### src/cfa_pkg.sv
package cfa_pkg;

    localparam int DEF_MAX_BLOCKS = 16;
    localparam int ADDR_BITS      = 16;
    localparam int OWNER_BITS     = 8;
    localparam int HOLES_BITS     = 5;
    localparam logic [ADDR_BITS-1:0] RESET_TOTAL = 16'd1024;

    typedef enum logic [1:0] {
        ACT_REQUEST,
        ACT_RELEASE,
        ACT_COMPACT,
        ACT_REPORT
    } t_action;

    typedef enum logic [1:0] {
        STRAT_FIRST,
        STRAT_BEST,
        STRAT_WORST,
        STRAT_INVALID
    } t_strategy;

    typedef enum logic [2:0] {
        ST_OK,
        ST_BAD_SIZE,
        ST_DUPLICATE,
        ST_BAD_STRATEGY,
        ST_NO_FIT,
        ST_NOT_FOUND,
        ST_TABLE_FULL
    } t_status;

    typedef struct packed {
        t_action                 action;
        logic [OWNER_BITS-1:0]   process_id;
        logic [ADDR_BITS-1:0]    request_size;
        t_strategy               strategy;
    } t_in_word;

    typedef struct packed {
        t_status                 status;
        logic [ADDR_BITS-1:0]    block_start;
        logic [ADDR_BITS-1:0]    total_allocated;
        logic [ADDR_BITS-1:0]    total_free;
        logic [ADDR_BITS-1:0]    largest_hole;
        logic [HOLES_BITS-1:0]   holes_present;
    } t_out_word;

    typedef enum logic [3:0] {
        OP_NONE,
        OP_CFG,
        OP_LOAD,
        OP_SETST,
        OP_BSCAN,
        OP_HSCAN,
        OP_CARVE,
        OP_RTAKE,
        OP_PSCAN,
        OP_MERGE,
        OP_CPASS,
        OP_CPLACE,
        OP_CFILL,
        OP_LSCAN,
        OP_EMIT
    } t_op;

    typedef enum logic [3:0] {
        S_IDLE,
        S_DISPATCH,
        S_BSCAN,
        S_CHECK,
        S_HSCAN,
        S_HDEC,
        S_CARVE,
        S_RTAKE,
        S_PSCAN,
        S_MERGE,
        S_CPASS,
        S_CDEC,
        S_CPLACE,
        S_CFILL,
        S_LSCAN,
        S_OUT
    } t_state;

    typedef struct packed {
        t_op     op;
        t_status code;
    } t_cmd;

    typedef struct packed {
        t_action action;
        logic    size_zero;
        logic    strat_bad;
        logic    found;
        logic    slot_ok;
        logic    chosen_ok;
        logic    best_ok;
        logic    b_last;
        logic    h_last;
        logic    out_busy;
    } t_dp_stat;

endpackage

### src/cfa_dp.sv
module cfa_dp #(
    parameter int MAX_BLOCKS = cfa_pkg::DEF_MAX_BLOCKS
) (
    input  logic                               i_clk,
    input  logic                               i_rst_n,
    input  cfa_pkg::t_cmd                      i_cmd,
    input  cfa_pkg::t_in_word                  i_in_word,
    input  logic [cfa_pkg::ADDR_BITS-1:0]      i_cfg_data,
    input  logic                               i_out_stall,
    output cfa_pkg::t_dp_stat                  o_stat,
    output logic                               o_out_valid,
    output cfa_pkg::t_out_word                 o_out_word
);

    localparam int HD = MAX_BLOCKS + 1;
    localparam int IW = $clog2(HD);
    localparam int BW = $clog2(MAX_BLOCKS);
    localparam int CW = $clog2(HD + 1);
    localparam int AW = cfa_pkg::ADDR_BITS;
    localparam int OW = cfa_pkg::OWNER_BITS;

    logic [MAX_BLOCKS-1:0]  r_bval;
    logic [OW-1:0]          r_bown  [MAX_BLOCKS];
    logic [AW-1:0]          r_bbase [MAX_BLOCKS];
    logic [AW-1:0]          r_blen  [MAX_BLOCKS];
    logic [AW-1:0]          r_hbase [HD];
    logic [AW-1:0]          r_hlen  [HD];
    logic [CW-1:0]          r_hused;
    logic [AW-1:0]          r_total;
    logic [AW-1:0]          r_alloc;
    logic [IW-1:0]          r_idx;
    cfa_pkg::t_in_word      r_item;
    cfa_pkg::t_status       r_status;
    logic [AW-1:0]          r_start;
    logic                   r_found;
    logic [BW-1:0]          r_fidx;
    logic [AW-1:0]          r_fbase;
    logic [AW-1:0]          r_flen;
    logic                   r_slot_ok;
    logic [BW-1:0]          r_slot;
    logic                   r_chosen_ok;
    logic [IW-1:0]          r_chosen;
    logic [AW-1:0]          r_pick;
    logic [AW-1:0]          r_cbase;
    logic                   r_prev_ok;
    logic [AW-1:0]          r_pbase;
    logic [AW-1:0]          r_plen;
    logic                   r_next_ok;
    logic [AW-1:0]          r_nbase;
    logic [AW-1:0]          r_nlen;
    logic [IW-1:0]          r_pos;
    logic [MAX_BLOCKS-1:0]  r_done;
    logic                   r_best_ok;
    logic [BW-1:0]          r_best;
    logic [AW-1:0]          r_best_base;
    logic [AW-1:0]          r_best_len;
    logic [AW:0]            r_offset;
    logic [AW-1:0]          r_largest;
    logic                   r_ovalid;
    cfa_pkg::t_out_word     r_out;

    logic [BW-1:0] bidx;
    logic          b_last;
    logic          h_last;
    logic          h_in;
    logic          cur_bval;
    logic [OW-1:0] cur_bown;
    logic [AW-1:0] cur_bbase;
    logic [AW-1:0] cur_blen;
    logic [AW-1:0] cur_hbase;
    logic [AW-1:0] cur_hlen;
    logic          owner_hit;
    logic          take_hole;
    logic [AW-1:0] prev_end;
    logic [AW-1:0] grown;
    logic          join_prev;
    logic          join_both;
    logic          join_next;
    logic [IW-1:0] pos_m1;
    logic [AW:0]   total_ext;

    assign bidx      = r_idx[BW-1:0];
    assign b_last    = (r_idx == IW'(MAX_BLOCKS - 1));
    assign h_last    = (r_idx == IW'(HD - 1));
    assign h_in      = (CW'(r_idx) < r_hused);
    assign cur_bval  = r_bval[bidx];
    assign cur_bown  = r_bown[bidx];
    assign cur_bbase = r_bbase[bidx];
    assign cur_blen  = r_blen[bidx];
    assign cur_hbase = r_hbase[r_idx];
    assign cur_hlen  = r_hlen[r_idx];
    assign owner_hit = cur_bval && (cur_bown == r_item.process_id);

    always_comb begin
        take_hole = 1'b0;
        if (h_in && (cur_hlen >= r_item.request_size)) begin
            unique case (r_item.strategy)
                cfa_pkg::STRAT_FIRST: take_hole = !r_chosen_ok;
                cfa_pkg::STRAT_BEST:  take_hole = !r_chosen_ok || (cur_hlen < r_pick);
                cfa_pkg::STRAT_WORST: take_hole = !r_chosen_ok || (cur_hlen > r_pick);
                default:              take_hole = 1'b0;
            endcase
        end
    end

    // Neighbors of the released block, captured during the position scan.
    assign prev_end  = r_pbase + r_plen;
    assign grown     = r_plen + r_flen;
    assign join_prev = r_prev_ok && (prev_end == r_fbase);
    assign join_both = join_prev && r_next_ok && ((r_pbase + grown) == r_nbase);
    assign join_next = !join_prev && r_next_ok && ((r_fbase + r_flen) == r_nbase);
    assign pos_m1    = r_pos - IW'(1);
    assign total_ext = {1'b0, r_total};

    always_ff @(posedge i_clk) begin
        if (!i_rst_n) begin
            r_bval     <= '0;
            r_hused    <= CW'(1);
            r_total    <= cfa_pkg::RESET_TOTAL;
            r_alloc    <= '0;
            r_idx      <= '0;
            r_ovalid   <= 1'b0;
            r_hbase[0] <= '0;
            r_hlen[0]  <= cfa_pkg::RESET_TOTAL;
        end else begin
            if (r_ovalid && !i_out_stall) begin
                r_ovalid <= 1'b0;
            end
            unique case (i_cmd.op)
                cfa_pkg::OP_CFG: begin
                    r_total <= i_cfg_data;
                    r_bval  <= '0;
                    r_alloc <= '0;
                    for (int k = 0; k < HD; k++) begin
                        r_hbase[k] <= '0;
                        r_hlen[k]  <= '0;
                    end
                    if (i_cfg_data != '0) begin
                        r_hlen[0] <= i_cfg_data;
                        r_hused   <= CW'(1);
                    end else begin
                        r_hused   <= '0;
                    end
                end
                cfa_pkg::OP_LOAD: begin
                    r_item      <= i_in_word;
                    r_status    <= cfa_pkg::ST_OK;
                    r_start     <= '0;
                    r_found     <= 1'b0;
                    r_slot_ok   <= 1'b0;
                    r_chosen_ok <= 1'b0;
                    r_best_ok   <= 1'b0;
                    r_largest   <= '0;
                    r_offset    <= '0;
                    r_done      <= '0;
                    r_idx       <= '0;
                end
                cfa_pkg::OP_SETST: begin
                    r_status <= i_cmd.code;
                end
                cfa_pkg::OP_BSCAN: begin
                    if (owner_hit && !r_found) begin
                        r_found <= 1'b1;
                        r_fidx  <= bidx;
                        r_fbase <= cur_bbase;
                        r_flen  <= cur_blen;
                    end
                    if (!cur_bval && !r_slot_ok) begin
                        r_slot_ok <= 1'b1;
                        r_slot    <= bidx;
                    end
                    r_idx <= b_last ? '0 : r_idx + IW'(1);
                end
                cfa_pkg::OP_HSCAN: begin
                    if (take_hole) begin
                        r_chosen_ok <= 1'b1;
                        r_chosen    <= r_idx;
                        r_pick      <= cur_hlen;
                        r_cbase     <= cur_hbase;
                    end
                    r_idx <= h_last ? '0 : r_idx + IW'(1);
                end
                cfa_pkg::OP_CARVE: begin
                    r_bval[r_slot]  <= 1'b1;
                    r_bown[r_slot]  <= r_item.process_id;
                    r_bbase[r_slot] <= r_cbase;
                    r_blen[r_slot]  <= r_item.request_size;
                    r_alloc         <= r_alloc + r_item.request_size;
                    r_start         <= r_cbase;
                    if (r_pick == r_item.request_size) begin
                        // The hole is used up: close the gap in the sorted table.
                        for (int k = 0; k < HD - 1; k++) begin
                            if (IW'(k) >= r_chosen) begin
                                r_hbase[k] <= r_hbase[k+1];
                                r_hlen[k]  <= r_hlen[k+1];
                            end
                        end
                        r_hbase[HD-1] <= '0;
                        r_hlen[HD-1]  <= '0;
                        r_hused       <= r_hused - CW'(1);
                    end else begin
                        r_hbase[r_chosen] <= r_cbase + r_item.request_size;
                        r_hlen[r_chosen]  <= r_pick - r_item.request_size;
                    end
                end
                cfa_pkg::OP_RTAKE: begin
                    r_bval[r_fidx] <= 1'b0;
                    r_alloc        <= r_alloc - r_flen;
                    r_start        <= r_fbase;
                    r_prev_ok      <= 1'b0;
                    r_next_ok      <= 1'b0;
                    r_pos          <= '0;
                end
                cfa_pkg::OP_PSCAN: begin
                    if (h_in) begin
                        if (cur_hbase < r_fbase) begin
                            r_prev_ok <= 1'b1;
                            r_pbase   <= cur_hbase;
                            r_plen    <= cur_hlen;
                            r_pos     <= r_idx + IW'(1);
                        end else if (!r_next_ok) begin
                            r_next_ok <= 1'b1;
                            r_nbase   <= cur_hbase;
                            r_nlen    <= cur_hlen;
                        end
                    end
                    r_idx <= h_last ? '0 : r_idx + IW'(1);
                end
                cfa_pkg::OP_MERGE: begin
                    if (join_both) begin
                        r_hlen[pos_m1] <= grown + r_nlen;
                        for (int k = 0; k < HD - 1; k++) begin
                            if (IW'(k) >= r_pos) begin
                                r_hbase[k] <= r_hbase[k+1];
                                r_hlen[k]  <= r_hlen[k+1];
                            end
                        end
                        r_hbase[HD-1] <= '0;
                        r_hlen[HD-1]  <= '0;
                        r_hused       <= r_hused - CW'(1);
                    end else if (join_prev) begin
                        r_hlen[pos_m1] <= grown;
                    end else if (join_next) begin
                        r_hbase[r_pos] <= r_fbase;
                        r_hlen[r_pos]  <= r_nlen + r_flen;
                    end else begin
                        for (int k = 1; k < HD; k++) begin
                            if (IW'(k) > r_pos) begin
                                r_hbase[k] <= r_hbase[k-1];
                                r_hlen[k]  <= r_hlen[k-1];
                            end
                        end
                        r_hbase[r_pos] <= r_fbase;
                        r_hlen[r_pos]  <= r_flen;
                        r_hused        <= r_hused + CW'(1);
                    end
                end
                cfa_pkg::OP_CPASS: begin
                    if (cur_bval && !r_done[bidx] &&
                        (!r_best_ok || (cur_bbase < r_best_base))) begin
                        r_best_ok   <= 1'b1;
                        r_best      <= bidx;
                        r_best_base <= cur_bbase;
                        r_best_len  <= cur_blen;
                    end
                    r_idx <= b_last ? '0 : r_idx + IW'(1);
                end
                cfa_pkg::OP_CPLACE: begin
                    r_bbase[r_best] <= r_offset[AW-1:0];
                    r_done[r_best]  <= 1'b1;
                    r_offset        <= r_offset + {1'b0, r_best_len};
                    r_best_ok       <= 1'b0;
                end
                cfa_pkg::OP_CFILL: begin
                    for (int k = 0; k < HD; k++) begin
                        r_hbase[k] <= '0;
                        r_hlen[k]  <= '0;
                    end
                    if (total_ext > r_offset) begin
                        r_hbase[0] <= r_offset[AW-1:0];
                        r_hlen[0]  <= AW'(total_ext - r_offset);
                        r_hused    <= CW'(1);
                    end else begin
                        r_hused    <= '0;
                    end
                end
                cfa_pkg::OP_LSCAN: begin
                    if (h_in && (cur_hlen > r_largest)) begin
                        r_largest <= cur_hlen;
                    end
                    r_idx <= h_last ? '0 : r_idx + IW'(1);
                end
                cfa_pkg::OP_EMIT: begin
                    r_out.status          <= r_status;
                    r_out.block_start     <= r_start;
                    r_out.total_allocated <= r_alloc;
                    r_out.total_free      <= r_total - r_alloc;
                    r_out.largest_hole    <= r_largest;
                    r_out.holes_present   <= cfa_pkg::HOLES_BITS'(r_hused);
                    r_ovalid              <= 1'b1;
                end
                default: begin
                end
            endcase
        end
    end

    assign o_stat.action    = r_item.action;
    assign o_stat.size_zero = (r_item.request_size == '0);
    assign o_stat.strat_bad = (r_item.strategy == cfa_pkg::STRAT_INVALID);
    assign o_stat.found     = r_found;
    assign o_stat.slot_ok   = r_slot_ok;
    assign o_stat.chosen_ok = r_chosen_ok;
    assign o_stat.best_ok   = r_best_ok;
    assign o_stat.b_last    = b_last;
    assign o_stat.h_last    = h_last;
    assign o_stat.out_busy  = r_ovalid && i_out_stall;

    assign o_out_valid = r_ovalid;
    assign o_out_word  = r_out;

`ifndef NO_ASSERTIONS
    a_hused_bound: assert property (@(posedge i_clk) disable iff (!i_rst_n)
        r_hused <= CW'(HD))
        else $error("hole count exceeds the table depth");

    a_alloc_fits: assert property (@(posedge i_clk) disable iff (!i_rst_n)
        r_alloc <= r_total)
        else $error("allocated total exceeds managed memory");

    a_emit_loads: assert property (@(posedge i_clk) disable iff (!i_rst_n)
        i_cmd.op == cfa_pkg::OP_EMIT |=> r_ovalid)
        else $error("emitted word not held in the output register");
`endif

endmodule

### src/cfa_ctrl.sv
module cfa_ctrl (
    input  logic               i_clk,
    input  logic               i_rst_n,
    input  logic               i_in_valid,
    input  logic               i_cfg_valid,
    input  cfa_pkg::t_dp_stat  i_stat,
    output cfa_pkg::t_cmd      o_cmd,
    output logic               o_in_stall,
    output logic               o_cfg_ready
);

    cfa_pkg::t_state r_state;
    cfa_pkg::t_state n_state;

    always_ff @(posedge i_clk) begin
        if (!i_rst_n) begin
            r_state <= cfa_pkg::S_IDLE;
        end else begin
            r_state <= n_state;
        end
    end

    always_comb begin
        n_state     = r_state;
        o_cmd.op    = cfa_pkg::OP_NONE;
        o_cmd.code  = cfa_pkg::ST_OK;
        o_cfg_ready = 1'b0;
        o_in_stall  = 1'b1;
        unique case (r_state)
            cfa_pkg::S_IDLE: begin
                o_cfg_ready = 1'b1;
                o_in_stall  = i_cfg_valid;
                if (i_cfg_valid) begin
                    o_cmd.op = cfa_pkg::OP_CFG;
                end else if (i_in_valid) begin
                    o_cmd.op = cfa_pkg::OP_LOAD;
                    n_state  = cfa_pkg::S_DISPATCH;
                end
            end
            cfa_pkg::S_DISPATCH: begin
                unique case (i_stat.action)
                    cfa_pkg::ACT_REQUEST: begin
                        if (i_stat.size_zero) begin
                            o_cmd.op   = cfa_pkg::OP_SETST;
                            o_cmd.code = cfa_pkg::ST_BAD_SIZE;
                            n_state    = cfa_pkg::S_LSCAN;
                        end else begin
                            n_state = cfa_pkg::S_BSCAN;
                        end
                    end
                    cfa_pkg::ACT_RELEASE: n_state = cfa_pkg::S_BSCAN;
                    cfa_pkg::ACT_COMPACT: n_state = cfa_pkg::S_CPASS;
                    default:              n_state = cfa_pkg::S_LSCAN;
                endcase
            end
            cfa_pkg::S_BSCAN: begin
                o_cmd.op = cfa_pkg::OP_BSCAN;
                if (i_stat.b_last) begin
                    n_state = cfa_pkg::S_CHECK;
                end
            end
            cfa_pkg::S_CHECK: begin
                n_state = cfa_pkg::S_LSCAN;
                if (i_stat.action == cfa_pkg::ACT_RELEASE) begin
                    if (i_stat.found) begin
                        n_state = cfa_pkg::S_RTAKE;
                    end else begin
                        o_cmd.op   = cfa_pkg::OP_SETST;
                        o_cmd.code = cfa_pkg::ST_NOT_FOUND;
                    end
                end else begin
                    priority if (i_stat.found) begin
                        o_cmd.op   = cfa_pkg::OP_SETST;
                        o_cmd.code = cfa_pkg::ST_DUPLICATE;
                    end else if (i_stat.strat_bad) begin
                        o_cmd.op   = cfa_pkg::OP_SETST;
                        o_cmd.code = cfa_pkg::ST_BAD_STRATEGY;
                    end else if (!i_stat.slot_ok) begin
                        o_cmd.op   = cfa_pkg::OP_SETST;
                        o_cmd.code = cfa_pkg::ST_TABLE_FULL;
                    end else begin
                        n_state = cfa_pkg::S_HSCAN;
                    end
                end
            end
            cfa_pkg::S_HSCAN: begin
                o_cmd.op = cfa_pkg::OP_HSCAN;
                if (i_stat.h_last) begin
                    n_state = cfa_pkg::S_HDEC;
                end
            end
            cfa_pkg::S_HDEC: begin
                if (i_stat.chosen_ok) begin
                    n_state = cfa_pkg::S_CARVE;
                end else begin
                    o_cmd.op   = cfa_pkg::OP_SETST;
                    o_cmd.code = cfa_pkg::ST_NO_FIT;
                    n_state    = cfa_pkg::S_LSCAN;
                end
            end
            cfa_pkg::S_CARVE: begin
                o_cmd.op = cfa_pkg::OP_CARVE;
                n_state  = cfa_pkg::S_LSCAN;
            end
            cfa_pkg::S_RTAKE: begin
                o_cmd.op = cfa_pkg::OP_RTAKE;
                n_state  = cfa_pkg::S_PSCAN;
            end
            cfa_pkg::S_PSCAN: begin
                o_cmd.op = cfa_pkg::OP_PSCAN;
                if (i_stat.h_last) begin
                    n_state = cfa_pkg::S_MERGE;
                end
            end
            cfa_pkg::S_MERGE: begin
                o_cmd.op = cfa_pkg::OP_MERGE;
                n_state  = cfa_pkg::S_LSCAN;
            end
            cfa_pkg::S_CPASS: begin
                o_cmd.op = cfa_pkg::OP_CPASS;
                if (i_stat.b_last) begin
                    n_state = cfa_pkg::S_CDEC;
                end
            end
            cfa_pkg::S_CDEC: begin
                n_state = i_stat.best_ok ? cfa_pkg::S_CPLACE : cfa_pkg::S_CFILL;
            end
            cfa_pkg::S_CPLACE: begin
                o_cmd.op = cfa_pkg::OP_CPLACE;
                n_state  = cfa_pkg::S_CPASS;
            end
            cfa_pkg::S_CFILL: begin
                o_cmd.op = cfa_pkg::OP_CFILL;
                n_state  = cfa_pkg::S_LSCAN;
            end
            cfa_pkg::S_LSCAN: begin
                o_cmd.op = cfa_pkg::OP_LSCAN;
                if (i_stat.h_last) begin
                    n_state = cfa_pkg::S_OUT;
                end
            end
            cfa_pkg::S_OUT: begin
                // Wait until the previous word has left the output register.
                if (!i_stat.out_busy) begin
                    o_cmd.op = cfa_pkg::OP_EMIT;
                    n_state  = cfa_pkg::S_IDLE;
                end
            end
            default: begin
                n_state = cfa_pkg::S_IDLE;
            end
        endcase
    end

`ifndef NO_ASSERTIONS
    a_carve_after_fit: assert property (@(posedge i_clk) disable iff (!i_rst_n)
        o_cmd.op == cfa_pkg::OP_CARVE |-> $past(r_state) == cfa_pkg::S_HDEC)
        else $error("carve issued without a completed hole search");

    a_emit_free: assert property (@(posedge i_clk) disable iff (!i_rst_n)
        o_cmd.op == cfa_pkg::OP_EMIT |-> !i_stat.out_busy)
        else $error("result emitted over a pending word");

    a_out_leaves: assert property (@(posedge i_clk) disable iff (!i_rst_n)
        (r_state == cfa_pkg::S_OUT && !i_stat.out_busy) |=> r_state == cfa_pkg::S_IDLE)
        else $error("output state did not return to idle");
`endif

endmodule

### src/contiguous_fit_allocator.sv
// Contiguous memory allocator with first, best and worst fit over a block table of
// MAX_BLOCKS entries and an address-sorted hole table of MAX_BLOCKS+1 entries. One
// input word (request, release, compact or report) gives one result word. Work is
// done by a sequencer that walks the tables one entry per cycle: a request runs a
// block scan, a hole scan and a largest-hole scan, a release a block scan, a position
// scan and a largest-hole scan, a report a largest-hole scan, and a compaction a block
// pass per block placed plus one, then a largest-hole scan. A new input word is
// taken once the previous one is finished, even while its result still waits in the
// output register. Writing total_memory on the configuration port frees every block
// and leaves one hole over the whole memory (none if zero); it is taken only while idle.
module contiguous_fit_allocator #(
    parameter int MAX_BLOCKS = cfa_pkg::DEF_MAX_BLOCKS
) (
    input  logic                           i_clk,
    input  logic                           i_rst_n,
    input  logic                           i_in_valid,
    output logic                           o_in_stall,
    input  cfa_pkg::t_in_word              i_in_word,
    output logic                           o_out_valid,
    input  logic                           i_out_stall,
    output cfa_pkg::t_out_word             o_out_word,
    input  logic                           i_cfg_valid,
    output logic                           o_cfg_ready,
    input  logic [cfa_pkg::ADDR_BITS-1:0]  i_cfg_data
);

    cfa_pkg::t_cmd     cmd;
    cfa_pkg::t_dp_stat stat;

    cfa_ctrl u_ctrl (
        .i_clk       (i_clk),
        .i_rst_n     (i_rst_n),
        .i_in_valid  (i_in_valid),
        .i_cfg_valid (i_cfg_valid),
        .i_stat      (stat),
        .o_cmd       (cmd),
        .o_in_stall  (o_in_stall),
        .o_cfg_ready (o_cfg_ready)
    );

    cfa_dp #(
        .MAX_BLOCKS (MAX_BLOCKS)
    ) u_dp (
        .i_clk       (i_clk),
        .i_rst_n     (i_rst_n),
        .i_cmd       (cmd),
        .i_in_word   (i_in_word),
        .i_cfg_data  (i_cfg_data),
        .i_out_stall (i_out_stall),
        .o_stat      (stat),
        .o_out_valid (o_out_valid),
        .o_out_word  (o_out_word)
    );

endmodule
### config.mk
export PLATFORM = sky130hd
export DESIGN_NAME = contiguous_fit_allocator
export DESIGN_NICKNAME = d
export VERILOG_FILES = /design/src/cfa_pkg.sv /design/src/cfa_dp.sv /design/src/cfa_ctrl.sv /design/src/contiguous_fit_allocator.sv
export SDC_FILE = /design/constraint.sdc
export NUM_CORES = 2
export LEC_CHECK = 0
export BUFFER_PORTS_ARGS = -buffer_cell sky130_fd_sc_hd__buf_2
export CAP_MARGIN = 20
export CORE_MARGIN = 1
export CORE_UTILIZATION = 55
export CTS_BUF_LIST = sky130_fd_sc_hd__clkbuf_4
export DETAILED_ROUTE_END_ITERATION = 6
export PLACE_DENSITY = 0.71
export RECOVER_POWER = 25
export SLEW_MARGIN = 20
export SYNTH_ARGS = -nofsm -noshare
export SYNTH_HDL_FRONTEND = slang
export SYNTH_SLANG_ARGS = --single-unit
### constraint.sdc
create_clock -name i_clk -period 8.8 [get_ports i_clk]
set_clock_uncertainty 0.2 [all_clocks]
set_input_delay 1.32 -clock i_clk [delete_from_list [all_inputs] [get_ports i_clk]]
set_output_delay 1.32 -clock i_clk [all_outputs]
set_load 0.1 [all_outputs]
# --- Word level (Yosys, flattened, before mapping) ---
# Memory sizes are Yosys's and may differ from the RTL's. A register that Yosys moved wholly into a read port is not among the register bits.
# Cells that the tools add are included.
word_totals:
  in_bits: 49
  ff_bits: 419
  mem_count: 5
  ramBits: 1184
  out_inout_bits: 75
  wordCells: 985
mem_list:
  columns: ["name", "words", "width", "rd", "rd_clocked_by_memory_dff", "wr", "line_no", "rtl"]
  rows:
  - ["u_dp.r_hbase", 17, 16, 18, 1, 17, "cfa_dp.sv:26", "logic [AW-1:0] r_hbase [HD];"]
  - ["u_dp.r_hlen", 17, 16, 18, 1, 18, "cfa_dp.sv:27", "logic [AW-1:0] r_hlen [HD];"]
  - ["u_dp.r_bbase", 16, 16, 1, 1, 1, "cfa_dp.sv:24", "logic [AW-1:0] r_bbase [MAX_BLOCKS];"]
  - ["u_dp.r_blen", 16, 16, 1, 1, 1, "cfa_dp.sv:25", "logic [AW-1:0] r_blen [MAX_BLOCKS];"]
  - ["u_dp.r_bown", 16, 8, 1, 1, 1, "cfa_dp.sv:23", "logic [OW-1:0] r_bown [MAX_BLOCKS];"]
op_classes:
  n_addsub: 17
  n_lt_le_gt_ge: 63
  reduce_logical: 74
  n_bitwise: 151
  muxes: 571
  n_eq_ne: 61
op_table:
  columns: ["op", "count"]
  rows:
  - ["2-to-1 mux 16 bit", 148]
  - ["2-to-1 mux 1 bit", 348]
  - ["case mux 16 bit (3 select lines)", 3]
  - ["OR 1 bit", 142]
  - ["adder 16 bit", 8]
  - ["2-to-1 mux 5 bit", 20]
  - ["2-to-1 mux 4 bit", 24]
  - ["greater-or-equal comparator 4 x 5 -> 1 bit (first input constant)", 16]
  - ["OR reduction 16 bit", 5]
  - ["== test 16 bit", 4]
  - ["case mux 16 bit (2 select lines)", 2]
  - ["subtractor 16 bit", 4]
  - ["== test 4 bit (second input constant)", 15]
  - ["case mux 4 bit (15 select lines)", 1]
  - ["case mux 4 bit (14 select lines)", 1]
  - ["less-than comparator 16 bit", 3]
  - ["greater-or-equal comparator 3 x 5 -> 1 bit (first input constant)", 8]
  - ["> comparator 4 x 5 -> 1 bit (first input constant)", 8]
  - ["case mux 17 bit (2 select lines)", 1]
  - ["== test 4 x 3 -> 1 bit (second input constant)", 8]
  - ["> comparator 16 bit", 2]
  - ["OR 16 bit", 2]
  - ["2-to-1 mux 7 bit", 4]
  - ["AND reduction 3 bit", 9]
  - ["other kinds (56)", 151]

# --- Depth between registers and ports, before layout ---
logic_depth:
  ltp_word: 17
  mapped_depth: 27
  mapped_depth_nobuf: 24

# --- By module ---
# From an unflattened synthesis, not the netlist that was laid out.
hier_totals:
  cells_unflattened: 7240
  hier_area_um2: 103385.4
by_module_without_submodules:
  columns: ["module", "seq_area_each_um2", "n_inst", "cells_per_inst", "area_per_inst_um2"]
  rows:
  - ["cfa_dp", 61939.4, 1, 7152, 102704.8]
  - ["cfa_ctrl", 80.1, 1, 88, 680.7]

# --- Least setup slack after synthesis ---
# Ideal clock, no wire load.
synth_timing:
  kind: "register -> register"
  from: "register (tool-made name)"
  to: "register u_dp.r_cbase[0] (enable)"
  n_path_buf: 4
  synth_period_minus_slack_ps: 7820
  setup_ps: 477
  t_arrival_ps: 7143
  required_ps: 8123
  slack_ps: 980
  stages_incl_launch_ff: 20
  cell_sequence: "dfxtp_1 -> buf_2 -> buf_2 -> clkbuf_1 -> buf_1 -> mux4_2 -> mux4_2 -> mux2_2 -> ha_1 -> nor2b_1 -> o21a_1 -> o21a_1 -> o21a_1 -> o21ai_0 -> nand2b_1 -> a21oi_1 -> o221ai_1 -> mux2i_1 -> a21oi_1 -> nor3_1"
synth_rtl:
  columns: ["item", "line_no", "rtl"]
  rows:
  - ["end signal: assignment", "cfa_dp.sv:179", "r_cbase <= cur_hbase;"]
  - ["end: declaration", "cfa_dp.sv:44", "logic [AW-1:0] r_cbase;"]

==> flow_summary_export.csv <==
group,metric,value,unit
floorplanning,start_util,55.6,%
floorplanning,die_w,441,um
detailed_routing,drc,2,
yosys,synth-main-ff-cell,"edfxtp_1",
detailed_routing,num_vias,78100,
worst_setup_path,crit_arrival,8.65,ns
place,gp_congestion,0.989,
run_status,failed_checks,"design-rule violations, max-capacitance violations, max-slew violations",
finish,finalInstanceArea,118000,um2
global_routing,grt_pass1_wl,512000,um
yosys,syn-cell-area,106000,um2
power,comb_power_share,23.8,%
worst_setup_path,end_kind,"flop",
yosys,muxShareOfSynthArea,12.8,%
sta,rsz0062_at_grt,"no",
clock_tree,cts_max_path_buffers,4,
global_routing,use_met3,9.64,%
finish,drive_gt1_share,21.8,%
finish,syn2layout_area_growth,10.8,%
global_routing,grt_max_degree,203,
sta,max_freq,0.128,GHz
place,post_dp_cell_area,110000,um2
detailed_routing,drtAntennaViolNets,0,
yosys,synth_compound_area_share,13.2,%
worst_setup_path,reg2reg_slack,0.99,ns
worst_hold_path,holdPathStages,3,
yosys,netlist_instances,7914,
sta,max_slew_margin,-125,%
global_routing,overflow,0,
sta,worst_pin_slew,3.38,ns
sta,tns,0,ns
worst_setup_path,cp_max_fo,37,
global_routing,antenna_found_initial,26,
worst_setup_path,critPathRequiredTime,9.63,ns
run_status,status,"finished, violations left",
clock_tree,cts_sinks,2088,
sta,layout_min_cycle_time,7.81,ns
clock_tree,cts_resized,0,
worst_hold_path,whs_endpoint,"u_dp.r_total[10]$_SDFFE_PN1N_",
power,p_int,18.7,mW
power,power_switching,8.87,mW
place,dp_cells,10200,
detailed_routing,wl_per_cell,31.9,um
finish,multiInputGateArea,41900,um2
sta,drv_slew,526,
detailed_routing,wirelength,359000,um
yosys,synth_top_family_by_area,"compound AO/OA/AOI/OAI gates",
clock_tree,htree_levels,6,
finish,fin_cells,11200,
place,dp_hpwl,244000,um
yosys,synth_enable_flop_cells,2020,
worst_hold_path,hold_class,"primary input to flop",
flow_run,drv_cap,21,
yosys,yosys.area_share.adder,3.51,%
detailed_routing,initialDrtViolationCount,10500,
clock_tree,clock_latency,1.50,ns
clock_tree,clk_pin_slew,0.07,ns
worst_setup_path,critPathLaunchType,"flop",
yosys,synth-xor-area-share,1.52,%
yosys,ys_seq_area_share,58.4,%
detailed_routing,first_pass_iters,7,
floorplanning,fp.dieArea,195000,um2
detailed_routing,via_per_inst,6.95,
yosys,async_reset_ff_share,0,%
worst_hold_path,holdCritStartpoint,"i_rst_n",
sta,setup_viol,0,
yosys,synthSimpleGateAreaFrac,7.51,%
yosys,ys_warn_count,0,
floorplanning,core-area,191000,um2
clock_tree,cts_tree,"done",
global_routing,met1_usage,47.0,%
floorplanning,io_pins,124,
global_routing,busiest_layer,"met2",
place,portBuffers,123,
worst_setup_path,r2r-end,"u_dp.r_pick[2]$_DFFE_PP_",
sta,whs,0.140,ns
worst_setup_path,reg2reg_depth,18,
power,p_sw_share,32.1,%
floorplanning,die_h,441,um
power,irDropWorstVdd,312,uV
global_routing,met2_usage,56.6,%
power,clock_power_share,31.0,%
power,report.power.total,27.6,mW
global_routing,grt_pass1_vias,75000,
power,power_density,235,nW/um2
clock_tree,clockRootBuffer,"clkbuf_4",
finish,nets,8684,
yosys,synth_nets,8254,
place,place_ws,1.44,ns
worst_setup_path,critPathKind,"flop to flop",
yosys,avgSynthCellArea,13.4,um2
finish,utilization,61.6,%
clock_tree,cts_made_buffers,571,
global_routing,track_usage,36.4,%
sta,hold_violations,0,
sta,post-route-period-util,88.8,%
power,p_leak,39.8,nW
finish,register_area,62000,um2
floorplanning,rows,160,
sta,final.setup.worst_slack,0.987,ns
yosys,synth-seq-cells,2088,
yosys,synth_cell_types,100,
finish,fillers,14600,
power,seqPwrFrac,45.1,%
## cell type report
type / instances / area share (%)
clock inverters: 132 / 0.638
flip-flops and latches: 2088 / 52.7
diodes: 11 / 0.0234
repair buffers: 421 / 2.45
multi-input cells: 5041 / 35.6
clock buffers: 813 / 5.19
inverters: 221 / 0.705
well taps: 2511 / 2.67
## cells in the mapped netlist, drive strengths merged, types with 11 or more instances
cell | n | share of area [%]
a21oi | 501 | 2.4
xnor2 | 115 | 0.95
nor4 | 43 | 0.27
a211o | 14 | 0.12
ha | 279 | 3.3
nand2b | 56 | 0.33
a21o | 71 | 0.50
buf | 206 | 0.98
o21ai | 596 | 2.8
a21boi | 30 | 0.21
nand4 | 36 | 0.21
dfxtp | 68 | 1.3
nand2 | 608 | 2.2
a31oi | 43 | 0.26
o21a | 41 | 0.29
edfxtp | 2020 | 57
o2111ai | 11 | 0.091
nor2 | 489 | 1.8
clkbuf | 358 | 1.3
fa | 12 | 0.23
mux2i | 99 | 0.93
a211oi | 121 | 0.86
a221oi | 96 | 0.79
mux2 | 60 | 0.64
o31ai | 11 | 0.078
o221ai | 17 | 0.14
a32oi | 17 | 0.15
a221o | 90 | 0.85
a22oi | 287 | 2.0
or3 | 35 | 0.21
and3 | 29 | 0.17
o22ai | 17 | 0.10
xor2 | 67 | 0.55
nand3 | 113 | 0.54
and2 | 55 | 0.32
o211ai | 57 | 0.40
nor2b | 49 | 0.29
a22o | 40 | 0.33
mux4 | 530 | 11
and4 | 11 | 0.091
o21bai | 11 | 0.078
nor3 | 124 | 0.62
or2 | 32 | 0.19
inv | 221 | 0.78
## per-layer routing
metal	part of all wire, %	vias to the layer above
li1	-	32500
met1	36	38800
met2	46	5726
met3	12	957
met4	5.6	18
met5	0.031	-
## flip-flops by register name, summed over array words and instances (netlist names), 17 cells and up, named ones only
signal	cells
u_dp.r_item	26
u_dp.r_hlen	512
u_dp.r_bown	128
u_dp.r_bbase	256
u_dp.r_blen	256
u_dp.o_out_word	72
u_dp.r_hbase	512
u_dp.r_offset	17
## power groups by stage
stage | clock [mW] | sequential, mW | combinational [mW]
floorplan | 0 | 12.3 | 4.28
global placement | 0 | 12.6 | 6.30
detailed placement | 0 | 12.6 | 6.40
CTS | 8.67 | 12.4 | 6.45
global route | 9.14 | 12.5 | 6.91
finish | 8.57 | 12.5 | 6.58
## layout by cell type (no fill, tap or decap), drive strengths merged, types with 35 or more instances in the layout
cell type,n
a221oi,96
dfxtp,68
a22oi,287
inv,232
or3,35
mux2,60
and2,55
o21a,41
clkinv,108
nor2b,49
o21ai,596
nor3,124
ha,279
nand2b,56
xnor2,115
o211ai,57
mux2i,99
a21oi,501
buf,264
clkbuf,926
nor4,43
dlygate4sd3,44
a221o,90
a31oi,43
nand2,608
nand4,36
a21o,71
a22o,40
nor2,489
nand3,113
xor2,67
mux4,530
edfxtp,2020
a211oi,121
## timing repair
item                      in CTS  in global routing
setup buffers                  0                  0
hold endpoints to repair      45                  0
hold buffers                  44                  0
## worst max-delay path by stage
stage                                        end  slack (ns)  cells past startpoint
floorplan              u_dp.r_cbase[0]$_DFFE_PP_        0.98                     19
global placement    u_dp.r_hlen[12][0]$_DFFE_PP_        1.46                     24
detailed placement  u_dp.r_hlen[15][0]$_DFFE_PP_        1.44                     24
CTS                 u_dp.r_hlen[15][5]$_DFFE_PP_        1.37                     24
global route           u_dp.r_cbase[0]$_DFFE_PP_        0.75                     17
finish                  u_dp.r_pick[2]$_DFFE_PP_        0.99                     18
## kinds of logic (layout without fill, tap and decap cells)
logic type               Yosys count  after routing
adder cells (fa/ha/maj)          291            291
multiplexers                     689            689
buffers and inverters            785           1587
other                              0             11
XOR/XNOR                         183            183
AO/OA/AOI/OAI                   2153           2153
flip-flops                      2088           2088
AND/OR/NAND/NOR                 1725           1725
## critical path, cell delays in order (launching register included)
cell and delay (ns):
dfxtp_4 0.95, clkbuf_1 1.47, mux4_2 0.71, mux4_2 0.50, mux2i_1 0.16, clkbuf_1 0.54, ha_1 0.34, nand2b_1 0.14
a21o_1 0.17, a21o_1 0.17, a21o_1 0.17, a21o_1 0.17, a21o_1 0.16, a21o_1 0.18, a21oi_1 0.22, o211ai_1 0.15
a221oi_1 0.53, nor3_2 0.10, buf_4 0.36
Note: power is estimated with default switching activity, not from simulation.
